<file path="config.mk">
export PLATFORM = sky130hd
export DESIGN_NAME = tdh_queue
export DESIGN_NICKNAME = d
export VERILOG_FILES = /design/src/hw/rtl/tdh_pkg.sv /design/src/hw/rtl/tdh_queue.sv
export SDC_FILE = /design/constraint.sdc
export NUM_CORES = 1
export LEC_CHECK = 0
export BUFFER_PORTS_ARGS = -buffer_cell sky130_fd_sc_hd__buf_2
export CORE_MARGIN = 4
export CORE_UTILIZATION = 46
export DETAILED_ROUTE_END_ITERATION = 8
export PLACE_DENSITY = 0.74
export REMOVE_ABC_BUFFERS = 1
export SYNTH_ARGS = -nofsm -noshare
export SYNTH_HDL_FRONTEND = slang
export SYNTH_SLANG_ARGS = --single-unit
</file>
<file path="constraint.sdc">
create_clock -name clock -period 1.97 [get_ports clock]
set_clock_uncertainty 0.1 [all_clocks]
set_input_delay 0.591 -clock clock [delete_from_list [all_inputs] [get_ports clock]]
set_output_delay 0.591 -clock clock [all_outputs]
set_load 0.02 [all_outputs]
</file>
<file path="src/hw/rtl/tdh_pkg.sv">
// shared types and constants of the two-dimensional histogram
`timescale 1ns / 1ps
package tdh_pkg;
   localparam int SAMPLE_W   = 16;
   localparam int DIFF_W     = SAMPLE_W + 1;
   localparam int WIDTH_W    = 16;
   localparam int BINS_W     = 17;
   localparam int GRID_W     = 2 * BINS_W;
   localparam int SUM_W      = GRID_W + 1;
   localparam int MEM_DEPTH  = 4096;
   localparam int MEM_AW     = $clog2(MEM_DEPTH);
   localparam int ADDR_W     = 12;
   localparam int COUNT_W    = 32;
   localparam int SEEN_W     = 32;
   localparam int FRAC_W     = 17;
   localparam int FRAC_SHIFT = 16;
   localparam int QUO_W      = COUNT_W + FRAC_SHIFT;
   localparam int CSR_IDX_W  = 3;
   localparam int CSR_DATA_W = 16;

   localparam logic [BINS_W-1:0]  BINS_MAX  = {BINS_W{1'b1}};
   localparam logic [COUNT_W-1:0] COUNT_MAX = {COUNT_W{1'b1}};
   localparam logic [SEEN_W-1:0]  SEEN_MAX  = {SEEN_W{1'b1}};
   localparam logic [FRAC_W-1:0]  FRAC_ONE  = FRAC_W'(1) << FRAC_SHIFT;

   localparam logic [1:0] OP_SAMPLE = 2'd0;
   localparam logic [1:0] OP_READ   = 2'd1;
   localparam logic [1:0] OP_CLEAR  = 2'd2;
   localparam logic [1:0] OP_NONE   = 2'd3;

   localparam logic [1:0] ST_OK    = 2'd0;
   localparam logic [1:0] ST_RANGE = 2'd1;
   localparam logic [1:0] ST_GRID  = 2'd2;

   localparam logic [CSR_IDX_W-1:0] CSR_MIN_X     = 3'd0;
   localparam logic [CSR_IDX_W-1:0] CSR_MIN_Y     = 3'd1;
   localparam logic [CSR_IDX_W-1:0] CSR_MAX_X     = 3'd2;
   localparam logic [CSR_IDX_W-1:0] CSR_MAX_Y     = 3'd3;
   localparam logic [CSR_IDX_W-1:0] CSR_BIN_W_X   = 3'd4;
   localparam logic [CSR_IDX_W-1:0] CSR_BIN_W_Y   = 3'd5;
   localparam logic [CSR_IDX_W-1:0] CSR_NORMALIZE = 3'd6;

   typedef struct packed {
      logic [1:0]          op;
      logic [SAMPLE_W-1:0] sample_x;
      logic [SAMPLE_W-1:0] sample_y;
      logic [ADDR_W-1:0]   bin_address;
   } req_type;

   typedef struct packed {
      logic               binned;
      logic [COUNT_W-1:0] bin_count;
      logic [FRAC_W-1:0]  bin_fraction;
      logic [1:0]         status;
   } rsp_type;

   typedef struct packed {
      logic [SAMPLE_W-1:0] min_x;
      logic [SAMPLE_W-1:0] min_y;
      logic [SAMPLE_W-1:0] max_x;
      logic [SAMPLE_W-1:0] max_y;
      logic [WIDTH_W-1:0]  bin_width_x;
      logic [WIDTH_W-1:0]  bin_width_y;
   } cfg_type;

   // one classified request handed from front to back
   typedef struct packed {
      logic [1:0]        op;
      logic              hit;
      logic              rd_ok;
      logic [1:0]        status;
      logic [MEM_AW-1:0] addr;
   } cmd_type;
endpackage

</file>
<file path="src/hw/rtl/tdh_queue.sv">
// two-entry command queue between front and back
`timescale 1ns / 1ps
module tdh_queue (
   input  logic            clock,
   input  logic            reset,
   input  logic            push,
   input  tdh_pkg::cmd_type din,
   input  logic            pop,
   output tdh_pkg::cmd_type head,
   output logic            empty,
   output logic            full
);
   tdh_pkg::cmd_type slot_ff [2];
   logic wr_ptr_ff, rd_ptr_ff;
   logic [1:0] fill_ff, fill_in;

   assign head  = slot_ff[rd_ptr_ff];
   assign empty = fill_ff == 2'd0;
   assign full  = fill_ff == 2'd2;
   assign fill_in = fill_ff + {1'b0, push} - {1'b0, pop};

   always_ff @(posedge clock) begin
      if (reset) begin
         wr_ptr_ff <= 1'b0;
         rd_ptr_ff <= 1'b0;
         fill_ff   <= 2'd0;
      end else begin
         if (push) begin
            wr_ptr_ff <= !wr_ptr_ff;
         end
         if (pop) begin
            rd_ptr_ff <= !rd_ptr_ff;
         end
         fill_ff <= fill_in;
      end
   end

   always_ff @(posedge clock) begin
      if (push) begin
         slot_ff[wr_ptr_ff] <= din;
      end
   end
endmodule

</file>
==> results.sh <==
export IMPL_violations="setup timing"
export IMPL_first_iter_violations=28
export IMPL_avgRoutedWirePerCell_um=15.03
export IMPL_rows=20
export IMPL_io_pins=42
export IMPL_viasPerCell=4.798
export IMPL_hp_class="in -> reg"
export IMPL_cpMaxStageDelayCell="dfxtp_4"
export IMPL_netSwitchingPower_w=0.0004487
export IMPL_dp_cells=163
export IMPL_fin_nets=152
export IMPL_cp_cell_sequence="buf_16 -> mux2_4 -> buf_2"
export IMPL_areaGrowthSynthToFinish_pct=34.05
export IMPL_yosysMostFrequentCell="edfxtp_1"
export IMPL_antenna_found_initial=0
export IMPL_arrival_ns=1.34
export IMPL_die_w_um=66.40
export IMPL_p_total_w=0.001821
export IMPL_yosysSeqAreaShare_pct=75.28
export IMPL_hpwl_mm=1.688
export IMPL_gr_total_overflow=0
export IMPL_yosysTopAreaCellShare_pct=68.90
export IMPL_ys_types=13
export IMPL_grt_usage_pct=12.55
export IMPL_stdcell_count=173
export IMPL_tritoncts="built"
export IMPL_cts_htree_levels=2
export IMPL_setup_violations=18
export IMPL_core_area_um2=3153
export IMPL_drcViolationCount=0
export IMPL_yosys_warnings=0
export IMPL_min_period_ns=2.033
export IMPL_ys_top_cells_by_area="edfxtp_1 69%, mux2_4 9.6%, dfxtp_1 6.4%"
export IMPL_async_reset_ff_share_pct=0
export IMPL_die_height_um=66.40
export IMPL_routabilityCongestion=0.6209
export IMPL_outcome="finished, violations left"
export IMPL_rrSetupSlack_ns=0.45
export IMPL_die_area_um2=4409
export IMPL_crit_path_end_kind="output pin"
export IMPL_crit_fanout=9
export IMPL_worst_pin_slew_ns=0.1893
export IMPL_num_vias=830
export IMPL_cts_setup_buffers=0
export IMPL_min_path_cells=1
export IMPL_grt_max_degree=19
export IMPL_drive_gt1_share_pct=55.81
export IMPL_ys_ff_latch=41
export IMPL_slowest_delay_ns=0.42
export IMPL_worstPathRequired_ns=1.28
export IMPL_diodes=0
export IMPL_cts_num_sinks=41
export IMPL_synth_edf_count=36
export IMPL_synth_common_cells="36 x edfxtp_1, 10 x mux2_4, 8 x mux2_2, 5 x dfxtp_1, 5 x nor2_1"
export IMPL_worst_slack_ns=-0.06348
export IMPL_switching_share_pct=24.64
export IMPL_grt_pass1_wl_mm=3.843
export IMPL_hold_viol=0
export IMPL_syn_inst=77
export IMPL_path_class="reg -> out"
export IMPL_clockBufferDepth=2
export IMPL_path_clk_slew_ns=0.11
export IMPL_root_buffer="clkbuf_4"
export IMPL_grt_pass1_vias=822
export IMPL_power_density_nw_per_um2=866.0
export IMPL_slew_headroom_pct=87.29
export IMPL_seqPwrFrac_pct=57.0
export IMPL_avgSynthCellArea_um2=20.38
export IMPL_leakagePower_nw=0.8532
export IMPL_cp_start_kind="flop"
export IMPL_finalWirelength_mm=2.600
export IMPL_start_util_pct=49.76
export IMPL_syn_area_um2=1569
export IMPL_rr_worst_depth=6
export IMPL_hold_ws_ns=0.3437
export IMPL_cap_violations=0
export IMPL_numCtsBuffers=5
export IMPL_ir_worst_vdd_uv=649.9
export IMPL_clk_latency_ns=0.32
export IMPL_post_route_period_util_pct=103.2
export IMPL_p_int_w=0.001373
export IMPL_synth_top_area_cell="edfxtp_1"
export IMPL_port_buffers=41
export IMPL_comb_power_share_pct=22.7
export IMPL_drv_slew=0
export IMPL_synth_flop_cell="edfxtp_1"
export IMPL_drtPass1Iterations=2
export IMPL_max_freq_mhz=491.8
export IMPL_ant_nets=0
export IMPL_clkPwrFrac_pct=20.3
export IMPL_utilization_pct=66.71
export IMPL_rsz0062_at_grt="true"
==> flip-flops by register name, summed over array words and instances, names as in the netlist, named ones only <==
name	count
wr_ptr_ff	1
rd_ptr_ff	1
fill_ff	2
slot_ff	36
==> critical path, delay by kind of cell, from the launching register on <==
| kind | cells | cell delay (ns) |
|---|---|---|
| flip-flops | 1 | 0.42 |
| multiplexers | 1 | 0.29 |
| buffers and inverters | 2 | 0.31 |
==> routing by layer <==
layer	vias up	GRT usage, %	part of all wire (%)
met2	27	22.18	55
met1	409	13.27	38
met4	0	6.091	1.1
met5	-	0	0
met3	4	4.082	5.7
li1	390	-	-
==> layout by cell type, fill, tap and decap left out, drive strengths merged <==
| master | n |
|---|---|
| nor2 | 5 |
| xnor2 | 2 |
| buf | 45 |
| clkbuf | 6 |
| dfxtp | 5 |
| clkinv | 3 |
| xnor3 | 1 |
| and2 | 1 |
| nor2b | 3 |
| edfxtp | 36 |
| inv | 2 |
| mux2 | 18 |
| ha | 2 |
==> worst paths after layout <==
path               from        endpoint
min reg2reg   rd_ptr_ff       rd_ptr_ff
max                flop        head[12]
min             din[17]  slot_ff[1][17]
max reg2reg  fill_ff[0]      fill_ff[1]
==> per-stage QoR <==
step / cell area [um2] / setup WS (ns) / TNS, ns
2_1_floorplan: 1538 / 0.02593 / 0
3_3_place_gp: 1861 / 0.2092 / 0
3_5_place_dp: 1861 / 0.1269 / 0
4_1_cts: 1942 / -0.1016 / -1.334
5_1_grt: 2103 / -0.1165 / -1.683
6_report: 2103 / -0.06348 / -0.8157
==> layout make-up <==
cell class | instances | area [um2]
clock buffer | 5 | 37.54
fill | 240 | 1050
timing repair buffer | 46 | 424.2
inverter | 2 | 7.507
sequential | 41 | 1185
tap | 44 | 55.05
multi-input combinational | 32 | 381.6
clock inverter | 3 | 12.51
==> power by group through the flow <==
stage,registers (W),logic [W],clock network (W)
floorplan,0.00106,0.000197,0
global placement,0.00105,0.000319,0
detailed placement,0.00105,0.000329,0
CTS,0.00104,0.000343,0.000377
global route,0.00105,0.000441,0.000410
finish,0.00104,0.000414,0.000369
==> kinds of logic (layout without fill, tap and decap cells) <==
logic type	after synthesis	after routing	synth area share, %
DFF	41	41	75.28
muxes	18	18	15.31
and+or+nand+nor	9	9	2.792
buffers and inverters	4	56	2.472
xor gates and xnor gates	3	3	2.552
adders and majority gates	2	2	1.595
==> what timing repair did <==
item,in CTS,in global routing
gates resized for setup,3,42
hold buffers,0,0
endpoints found under the setup margin,18,18
gates cloned,1,1
Power figures use the tool's default switching activity.
