===== src/hw/rtl/tdh_pkg.sv =====
// shared types and constants of the two-dimensional histogram
`timescale 1ns / 1ps
package tdh_pkg;
   localparam int SAMPLE_W   = 16;
   localparam int DIFF_W     = SAMPLE_W + 1;
   localparam int WIDTH_W    = 16;
   localparam int BINS_W     = 17;
   localparam int GRID_W     = 2 * BINS_W;
   localparam int SUM_W      = GRID_W + 1;
   localparam int MEM_DEPTH  = 4096;
   localparam int MEM_AW     = $clog2(MEM_DEPTH);
   localparam int ADDR_W     = 12;
   localparam int COUNT_W    = 32;
   localparam int SEEN_W     = 32;
   localparam int FRAC_W     = 17;
   localparam int FRAC_SHIFT = 16;
   localparam int QUO_W      = COUNT_W + FRAC_SHIFT;
   localparam int CSR_IDX_W  = 3;
   localparam int CSR_DATA_W = 16;

   localparam logic [BINS_W-1:0]  BINS_MAX  = {BINS_W{1'b1}};
   localparam logic [COUNT_W-1:0] COUNT_MAX = {COUNT_W{1'b1}};
   localparam logic [SEEN_W-1:0]  SEEN_MAX  = {SEEN_W{1'b1}};
   localparam logic [FRAC_W-1:0]  FRAC_ONE  = FRAC_W'(1) << FRAC_SHIFT;

   localparam logic [1:0] OP_SAMPLE = 2'd0;
   localparam logic [1:0] OP_READ   = 2'd1;
   localparam logic [1:0] OP_CLEAR  = 2'd2;
   localparam logic [1:0] OP_NONE   = 2'd3;

   localparam logic [1:0] ST_OK    = 2'd0;
   localparam logic [1:0] ST_RANGE = 2'd1;
   localparam logic [1:0] ST_GRID  = 2'd2;

   localparam logic [CSR_IDX_W-1:0] CSR_MIN_X     = 3'd0;
   localparam logic [CSR_IDX_W-1:0] CSR_MIN_Y     = 3'd1;
   localparam logic [CSR_IDX_W-1:0] CSR_MAX_X     = 3'd2;
   localparam logic [CSR_IDX_W-1:0] CSR_MAX_Y     = 3'd3;
   localparam logic [CSR_IDX_W-1:0] CSR_BIN_W_X   = 3'd4;
   localparam logic [CSR_IDX_W-1:0] CSR_BIN_W_Y   = 3'd5;
   localparam logic [CSR_IDX_W-1:0] CSR_NORMALIZE = 3'd6;

   typedef struct packed {
      logic [1:0]          op;
      logic [SAMPLE_W-1:0] sample_x;
      logic [SAMPLE_W-1:0] sample_y;
      logic [ADDR_W-1:0]   bin_address;
   } req_type;

   typedef struct packed {
      logic               binned;
      logic [COUNT_W-1:0] bin_count;
      logic [FRAC_W-1:0]  bin_fraction;
      logic [1:0]         status;
   } rsp_type;

   typedef struct packed {
      logic [SAMPLE_W-1:0] min_x;
      logic [SAMPLE_W-1:0] min_y;
      logic [SAMPLE_W-1:0] max_x;
      logic [SAMPLE_W-1:0] max_y;
      logic [WIDTH_W-1:0]  bin_width_x;
      logic [WIDTH_W-1:0]  bin_width_y;
   } cfg_type;

   // one classified request handed from front to back
   typedef struct packed {
      logic [1:0]        op;
      logic              hit;
      logic              rd_ok;
      logic [1:0]        status;
      logic [MEM_AW-1:0] addr;
   } cmd_type;
endpackage


===== src/hw/rtl/tdh_front.sv =====
// front end: takes requests, bins samples, derives grid size, classifies reads
`timescale 1ns / 1ps
module tdh_front (
   input  logic            clock,
   input  logic            reset,
   input  logic            accept,
   input  tdh_pkg::req_type req,
   input  tdh_pkg::cfg_type cfg,
   output logic            active,
   output logic            push,
   output tdh_pkg::cmd_type cmd
);
   localparam logic [1:0] S_IDLE   = 2'd0;
   localparam logic [1:0] S_DIV    = 2'd1;
   localparam logic [1:0] S_SETTLE = 2'd2;
   localparam logic [1:0] S_PUSH   = 2'd3;
   localparam int CNT_W = $clog2(tdh_pkg::DIFF_W + 1);

   logic [1:0] state_ff, state_in;
   logic [CNT_W-1:0] cnt_ff, cnt_in;
   logic [1:0] op_ff, op_in;
   logic [tdh_pkg::ADDR_W-1:0] addr_ff, addr_in;
   logic okx_ff, okx_in, oky_ff, oky_in;
   logic [tdh_pkg::DIFF_W-1:0] dvx_ff, dvx_in, dvy_ff, dvy_in;
   logic [tdh_pkg::WIDTH_W-1:0] remx_ff, remx_in, remy_ff, remy_in;
   logic [tdh_pkg::BINS_W-1:0] bx_ff, bx_in, by_ff, by_in;
   logic [tdh_pkg::GRID_W-1:0] gp_ff, prod_ff, prod_in;

   logic [tdh_pkg::WIDTH_W-1:0] wx, wy;
   logic [tdh_pkg::DIFF_W-1:0] difx, dify;
   logic inx, iny;
   logic [tdh_pkg::WIDTH_W:0] tx, ty;
   logic gex, gey;
   logic [tdh_pkg::BINS_W:0] nbx, nby;
   logic [tdh_pkg::SUM_W-1:0] flat;
   logic [tdh_pkg::GRID_W-1:0] rd_wide;
   logic too_big;

   assign wx = (cfg.bin_width_x == '0) ? tdh_pkg::WIDTH_W'(1) : cfg.bin_width_x;
   assign wy = (cfg.bin_width_y == '0) ? tdh_pkg::WIDTH_W'(1) : cfg.bin_width_y;

   always_comb begin
      // clear measures the range itself, a sample its offset from the minimum
      if (req.op == tdh_pkg::OP_CLEAR) begin
         difx = {cfg.max_x[tdh_pkg::SAMPLE_W-1], cfg.max_x}
              - {cfg.min_x[tdh_pkg::SAMPLE_W-1], cfg.min_x};
         dify = {cfg.max_y[tdh_pkg::SAMPLE_W-1], cfg.max_y}
              - {cfg.min_y[tdh_pkg::SAMPLE_W-1], cfg.min_y};
         inx = $signed(cfg.max_x) >= $signed(cfg.min_x);
         iny = $signed(cfg.max_y) >= $signed(cfg.min_y);
      end else begin
         difx = {req.sample_x[tdh_pkg::SAMPLE_W-1], req.sample_x}
              - {cfg.min_x[tdh_pkg::SAMPLE_W-1], cfg.min_x};
         dify = {req.sample_y[tdh_pkg::SAMPLE_W-1], req.sample_y}
              - {cfg.min_y[tdh_pkg::SAMPLE_W-1], cfg.min_y};
         inx = ($signed(req.sample_x) >= $signed(cfg.min_x))
            && ($signed(req.sample_x) <= $signed(cfg.max_x));
         iny = ($signed(req.sample_y) >= $signed(cfg.min_y))
            && ($signed(req.sample_y) <= $signed(cfg.max_y));
      end
   end

   assign tx  = {remx_ff, dvx_ff[tdh_pkg::DIFF_W-1]};
   assign ty  = {remy_ff, dvy_ff[tdh_pkg::DIFF_W-1]};
   assign gex = tx >= {1'b0, wx};
   assign gey = ty >= {1'b0, wy};
   assign nbx = {1'b0, dvx_ff} + (tdh_pkg::BINS_W + 1)'(1);
   assign nby = {1'b0, dvy_ff} + (tdh_pkg::BINS_W + 1)'(1);
   assign flat = {1'b0, prod_ff} + tdh_pkg::SUM_W'(dvy_ff);
   assign rd_wide = tdh_pkg::GRID_W'(addr_ff);
   assign too_big = gp_ff > tdh_pkg::GRID_W'(tdh_pkg::MEM_DEPTH);

   always_comb begin
      state_in = state_ff;
      cnt_in   = cnt_ff;
      op_in    = op_ff;
      addr_in  = addr_ff;
      okx_in   = okx_ff;
      oky_in   = oky_ff;
      dvx_in   = dvx_ff;
      dvy_in   = dvy_ff;
      remx_in  = remx_ff;
      remy_in  = remy_ff;
      bx_in    = bx_ff;
      by_in    = by_ff;
      prod_in  = prod_ff;
      push     = 1'b0;
      cmd      = '0;
      cmd.op   = op_ff;
      unique case (state_ff)
         S_IDLE: begin
            if (accept) begin
               op_in    = req.op;
               addr_in  = req.bin_address;
               okx_in   = inx;
               oky_in   = iny;
               dvx_in   = inx ? difx : '0;
               dvy_in   = iny ? dify : '0;
               remx_in  = '0;
               remy_in  = '0;
               cnt_in   = '0;
               state_in = S_DIV;
            end
         end
         S_DIV: begin
            remx_in = gex ? tdh_pkg::WIDTH_W'(tx - {1'b0, wx}) : tx[tdh_pkg::WIDTH_W-1:0];
            remy_in = gey ? tdh_pkg::WIDTH_W'(ty - {1'b0, wy}) : ty[tdh_pkg::WIDTH_W-1:0];
            dvx_in  = {dvx_ff[tdh_pkg::DIFF_W-2:0], gex};
            dvy_in  = {dvy_ff[tdh_pkg::DIFF_W-2:0], gey};
            cnt_in  = cnt_ff + CNT_W'(1);
            if (cnt_ff == CNT_W'(tdh_pkg::DIFF_W - 1)) begin
               state_in = S_SETTLE;
            end
         end
         S_SETTLE: begin
            prod_in  = tdh_pkg::GRID_W'(dvx_ff * by_ff);
            state_in = S_PUSH;
            if (op_ff == tdh_pkg::OP_CLEAR) begin
               bx_in = !okx_ff ? '0
                     : (nbx > {1'b0, tdh_pkg::BINS_MAX}) ? tdh_pkg::BINS_MAX
                     : nbx[tdh_pkg::BINS_W-1:0];
               by_in = !oky_ff ? '0
                     : (nby > {1'b0, tdh_pkg::BINS_MAX}) ? tdh_pkg::BINS_MAX
                     : nby[tdh_pkg::BINS_W-1:0];
               // a clear stays in settle until the grid product catches up with the new bin counts
               cnt_in = cnt_ff + CNT_W'(1);
               if (cnt_ff == CNT_W'(tdh_pkg::DIFF_W)) begin
                  state_in = S_SETTLE;
               end
            end
         end
         S_PUSH: begin
            push     = 1'b1;
            state_in = S_IDLE;
            unique case (op_ff)
               tdh_pkg::OP_SAMPLE: begin
                  cmd.hit = okx_ff && oky_ff && (dvx_ff < bx_ff) && (dvy_ff < by_ff)
                         && (flat < tdh_pkg::SUM_W'(tdh_pkg::MEM_DEPTH));
                  cmd.addr   = flat[tdh_pkg::MEM_AW-1:0];
                  cmd.status = too_big ? tdh_pkg::ST_GRID : tdh_pkg::ST_OK;
               end
               tdh_pkg::OP_READ: begin
                  cmd.rd_ok = (rd_wide < gp_ff)
                           && (rd_wide < tdh_pkg::GRID_W'(tdh_pkg::MEM_DEPTH));
                  cmd.addr   = rd_wide[tdh_pkg::MEM_AW-1:0];
                  cmd.status = too_big ? tdh_pkg::ST_GRID
                             : (rd_wide < gp_ff) ? tdh_pkg::ST_OK : tdh_pkg::ST_RANGE;
               end
               tdh_pkg::OP_CLEAR: begin
                  cmd.status = too_big ? tdh_pkg::ST_GRID : tdh_pkg::ST_OK;
               end
               default: begin
                  cmd.status = tdh_pkg::ST_OK;
               end
            endcase
         end
         default: state_in = S_IDLE;
      endcase
   end

   always_ff @(posedge clock) begin
      if (reset) begin
         state_ff <= S_IDLE;
         bx_ff    <= '0;
         by_ff    <= '0;
         gp_ff    <= '0;
      end else begin
         state_ff <= state_in;
         bx_ff    <= bx_in;
         by_ff    <= by_in;
         gp_ff    <= tdh_pkg::GRID_W'(bx_ff * by_ff);
      end
   end

   always_ff @(posedge clock) begin
      cnt_ff  <= cnt_in;
      op_ff   <= op_in;
      addr_ff <= addr_in;
      okx_ff  <= okx_in;
      oky_ff  <= oky_in;
      dvx_ff  <= dvx_in;
      dvy_ff  <= dvy_in;
      remx_ff <= remx_in;
      remy_ff <= remy_in;
      prod_ff <= prod_in;
   end

   assign active = state_ff != S_IDLE;
endmodule


===== config.mk =====
export PLATFORM = sky130hd
export DESIGN_NAME = tdh_front
export DESIGN_NICKNAME = d
export VERILOG_FILES = /design/src/hw/rtl/tdh_pkg.sv /design/src/hw/rtl/tdh_front.sv
export SDC_FILE = /design/constraint.sdc
export NUM_CORES = 2
export LEC_CHECK = 0
export ABC_AREA = 0
export BUFFER_PORTS_ARGS = -buffer_cell sky130_fd_sc_hd__buf_2
export CAP_MARGIN = 40
export CORE_ASPECT_RATIO = 1.75
export CORE_UTILIZATION = 30
export CTS_CLUSTER_SIZE = 16
export DETAILED_ROUTE_END_ITERATION = 8
export HOLD_SLACK_MARGIN = 0.06
export PLACE_DENSITY_LB_ADDON = 0.25
export SLEW_MARGIN = 20
export SYNTH_ARGS = -nofsm -noshare
export SYNTH_HDL_FRONTEND = slang
export SYNTH_SLANG_ARGS = --single-unit

===== constraint.sdc =====
create_clock -name clock -period 7.2 [get_ports clock]
set_clock_uncertainty 0.15 [all_clocks]
set_input_delay 1.44 -clock clock [delete_from_list [all_inputs] [get_ports clock]]
set_output_delay 1.44 -clock clock [all_outputs]
set_load 0.03 [all_outputs]

==> flow_summary_export.csv <==
group,metric,value,unit
yosys,yosysSeqAreaShare,14.61,%
placement,place.gp.congestion,0.8754,
drt,drcViolationCount,0,
clocking,h-tree-depth,4,
placement,io_buffers,164,
clocking,cts_tree,"yes",
finish,final_core_util,33.81,%
die,std_cell_rows,164,
yosys,ys_async_sr_fraction,0,%
yosys,ys_types,85,
global_routing,grt_remaining_overflow,0,
sta,setup_viol_count_final,0,
yosys,synth_cells,4058,
yosys,synth_area_leaders,"fa_1 26%, ha_1 15%, edfxtp_1 11%",
clocking,hold_buffers,0,
clocking,clk-insertion-delay-late,0.54,ns
setup_path,cp_max_fo,7,
placement,hpwl,93840,µm
global_routing,antenna_found_initial,13,
drt,dr.pass1.iters,5,
pwr,power_density,188.2,mW/mm²
clocking,cts-root-buf,"clkbuf_16",
placement,dp_slack,0.08379,ns
clocking,cts_setup_buffers,0,
die,core_area,0.1141,mm²
setup_path,slowest_stage,"edfxtp_1",
die,dieArea,0.1163,mm²
yosys,syn_area,0.03446,mm²
global_routing,grt_pass1_wl,173000,µm
pwr,p_total,0.007258,W
setup_path,path_class,"register to register",
die,die_x,258.2,µm
drt,vias,28340,
run_status,status,"complete, no violations",
sta,period_share,96.56,%
drt,avgRoutedWirePerCell,19.01,µm
yosys,synth_top_area_cell,"fa_1",
clocking,path_clk_slew,0.09,ns
hold_path,hp-class,"register to register",
die,initial_utilization,30.20,%
finish,synthToLayoutAreaGrowth,11.93,%
sta,max_freq,143.8,MHz
drt,wl,109600,µm
die,die_h,450.4,µm
clocking,cts_buffer_depth,2,
setup_path,critical_path.startpoint_type,"register",
global_routing,grt_pass1_vias,30870,
sta,relSlewSlack,46.98,%
finish,fillCellCount,12200,
yosys,yosysWarnings,0,
global_routing,grt_max_degree,50,
job,max-cap-violations,0,
setup_path,crit_family,"adder cells",
yosys,yosys-top-cells-count,"745 x inv_1, 473 x nand2_1, 455 x fa_1",
drt,ant_nets,0,
setup_path,slowest_delay,0.60,ns
global_routing,grtUsageTotal,19.39,%
clocking,cts_buffers,17,
yosys,avgSynthCellArea,8.492,µm²
setup_path,cp_num_buf_inv,4,
setup_path,cp.required,7.34,ns
clocking,cts_resized,0,
yosys,ys_ff_latch,191,
pwr,ir_drop,0.0001948,V
setup_path,cp_cell_sequence,"buf_4 > nand2_1 > fa_1 > fa_1 > fa_1 > fa_1 > inv_1 > fa_1 > inv_1 > fa_1 > inv_1 > ha_1 > o21ai_0 > a32o_1 > a41oi_1 > a21oi_1 > o21ai_1 > o211ai_1 > a31oi_1 > o21a_1 > nor2_1 > xnor2_1",
clocking,cts_num_sinks,191,
sta,finalMaxSlewViolations,0,
yosys,synth_top_area_share,26.43,%
sta,rsz0062_at_grt,"true",
drt,vias_per_cell,4.917,
sta,layout_setup_ws,0.2474,ns
yosys,synth_edf_count,121,
sta,fin_hold_ws,0.3792,ns
yosys,syn_nets,5074,
yosys,synth-main-ff-cell,"edfxtp_1",
sta,hold_viol_final,0,
finish,drive_above_1_share,9.580,%
die,ioPinCount,165,
finish,nets,5262,
setup_path,crit_path_end_kind,"register",
pwr,p_leak,18.75,nW
sta,worstMarginPinSlew,0.7953,ns
setup_path,crit_arrival,7.09,ns
sta,min_period,6.953,ns
drt,dr.first_iter.drc_count,1200,
yosys,yosysMostFrequentCell,"inv_1",
setup_path,cp_common_cell,"fa_1",
sta,tns,0,ns
==> per-stage QoR <==
step | cell area [µm²] | std cells
3_5_place_dp | 37910 | 5720
5_1_grt | 38560 | 5759
6_report | 38570 | 5764
2_1_floorplan | 34460 | 4058
4_1_cts | 38520 | 5752
3_3_place_gp | 37840 | 5715
==> flip-flops by register name (all words and copies together) (netlist names) <==
| name | count |
|---|---|
| addr_ff | 12 |
| bx_ff | 17 |
| by_ff | 17 |
| cnt_ff | 5 |
| dvx_ff | 17 |
| dvy_ff | 17 |
| gp_ff | 34 |
| okx_ff | 1 |
| oky_ff | 1 |
| op_ff | 2 |
| prod_ff | 34 |
| remx_ff | 16 |
| remy_ff | 16 |
| state_ff | 2 |
==> layout by cell type, fill, tap and decap left out, drive strengths merged, types with 34 or more instances in the layout <==
cell type,count
o211ai,41
inv,758
edfxtp,121
nand4,38
o21ai,103
nand2,473
nor2b,37
buf,330
nor3,53
fa,455
a21o,89
ha,416
nor2,336
nand3,50
xor2,54
dfxtp,70
o21a,34
a21oi,185
and2,147
xnor2,94
==> worst register-to-register path, delay by kind of cell (launching register included) <==
kind,cells,cell delay [ns]
DFF,1,0.60
and+or+nand+nor,2,0.14
AOI/OAI and AO/OA,8,1.88
buffers and inverters,4,0.42
adders and majority gates,7,3.39
xor gates and xnor gates,1,0.12
==> power by group <==
| part | switching [W] | leakage [nW] | internal [W] | total, W |
|---|---|---|---|---|
| clock | 0.000570 | 0.297 | 0.000474 | 0.00104 |
| combinational | 0.00262 | 16.7 | 0.00158 | 0.00420 |
| sequential | 0.000399 | 1.74 | 0.00161 | 0.00201 |
| total | 0.00359 | 18.8 | 0.00367 | 0.00726 |
==> routing by layer <==
metal,vias up,track usage [%],routed length (µm)
li1,13500,-,-
met1,14060,19.40,39560
met2,549,38.39,61080
met5,-,0,47
met4,8,9.699,5696
met3,221,2.446,3204
==> kinds of logic after synthesis <==
| kind of cell | Yosys count | synth area share [%] |
|---|---|---|
| adder cells (fa/ha/maj) | 871 | 41.54 |
| AO/OA/AOI/OAI | 633 | 12.16 |
| flip-flops | 191 | 14.61 |
| AND/OR/NAND/NOR | 1256 | 16.73 |
| multiplexers | 39 | 1.155 |
| buffers and inverters | 920 | 10.05 |
| XOR/XNOR | 148 | 3.762 |
==> final timing paths <==
kind / start / to / slack, ns / depth (start not counted)
hold / removal: bx_ff[12] / bx_ff[12] / 0.38 / 2
setup / recovery: dvx_ff[8] / prod_ff[32] / 0.25 / 22
setup reg to reg: dvx_ff[8] / prod_ff[32] / 0.25 / 22
hold reg to reg: bx_ff[12] / bx_ff[12] / 0.38 / 2
==> area by class of cell <==
class                           instances  area (µm²)  share of cell area [%]
Timing Repair Buffer                  330        2195                   5.690
Antenna cell                           11       27.53                 0.07136
Sequential cell                       191        5036                   13.06
Clock inverter                         14       177.7                  0.4606
Clock buffer                           18       429.2                   1.113
Tap cell                             1494        1869                   4.846
Multi-Input combinational cell       2947       25990                   67.38
Inverter                              759        2849                   7.386
Power figures use the tool's default switching activity.
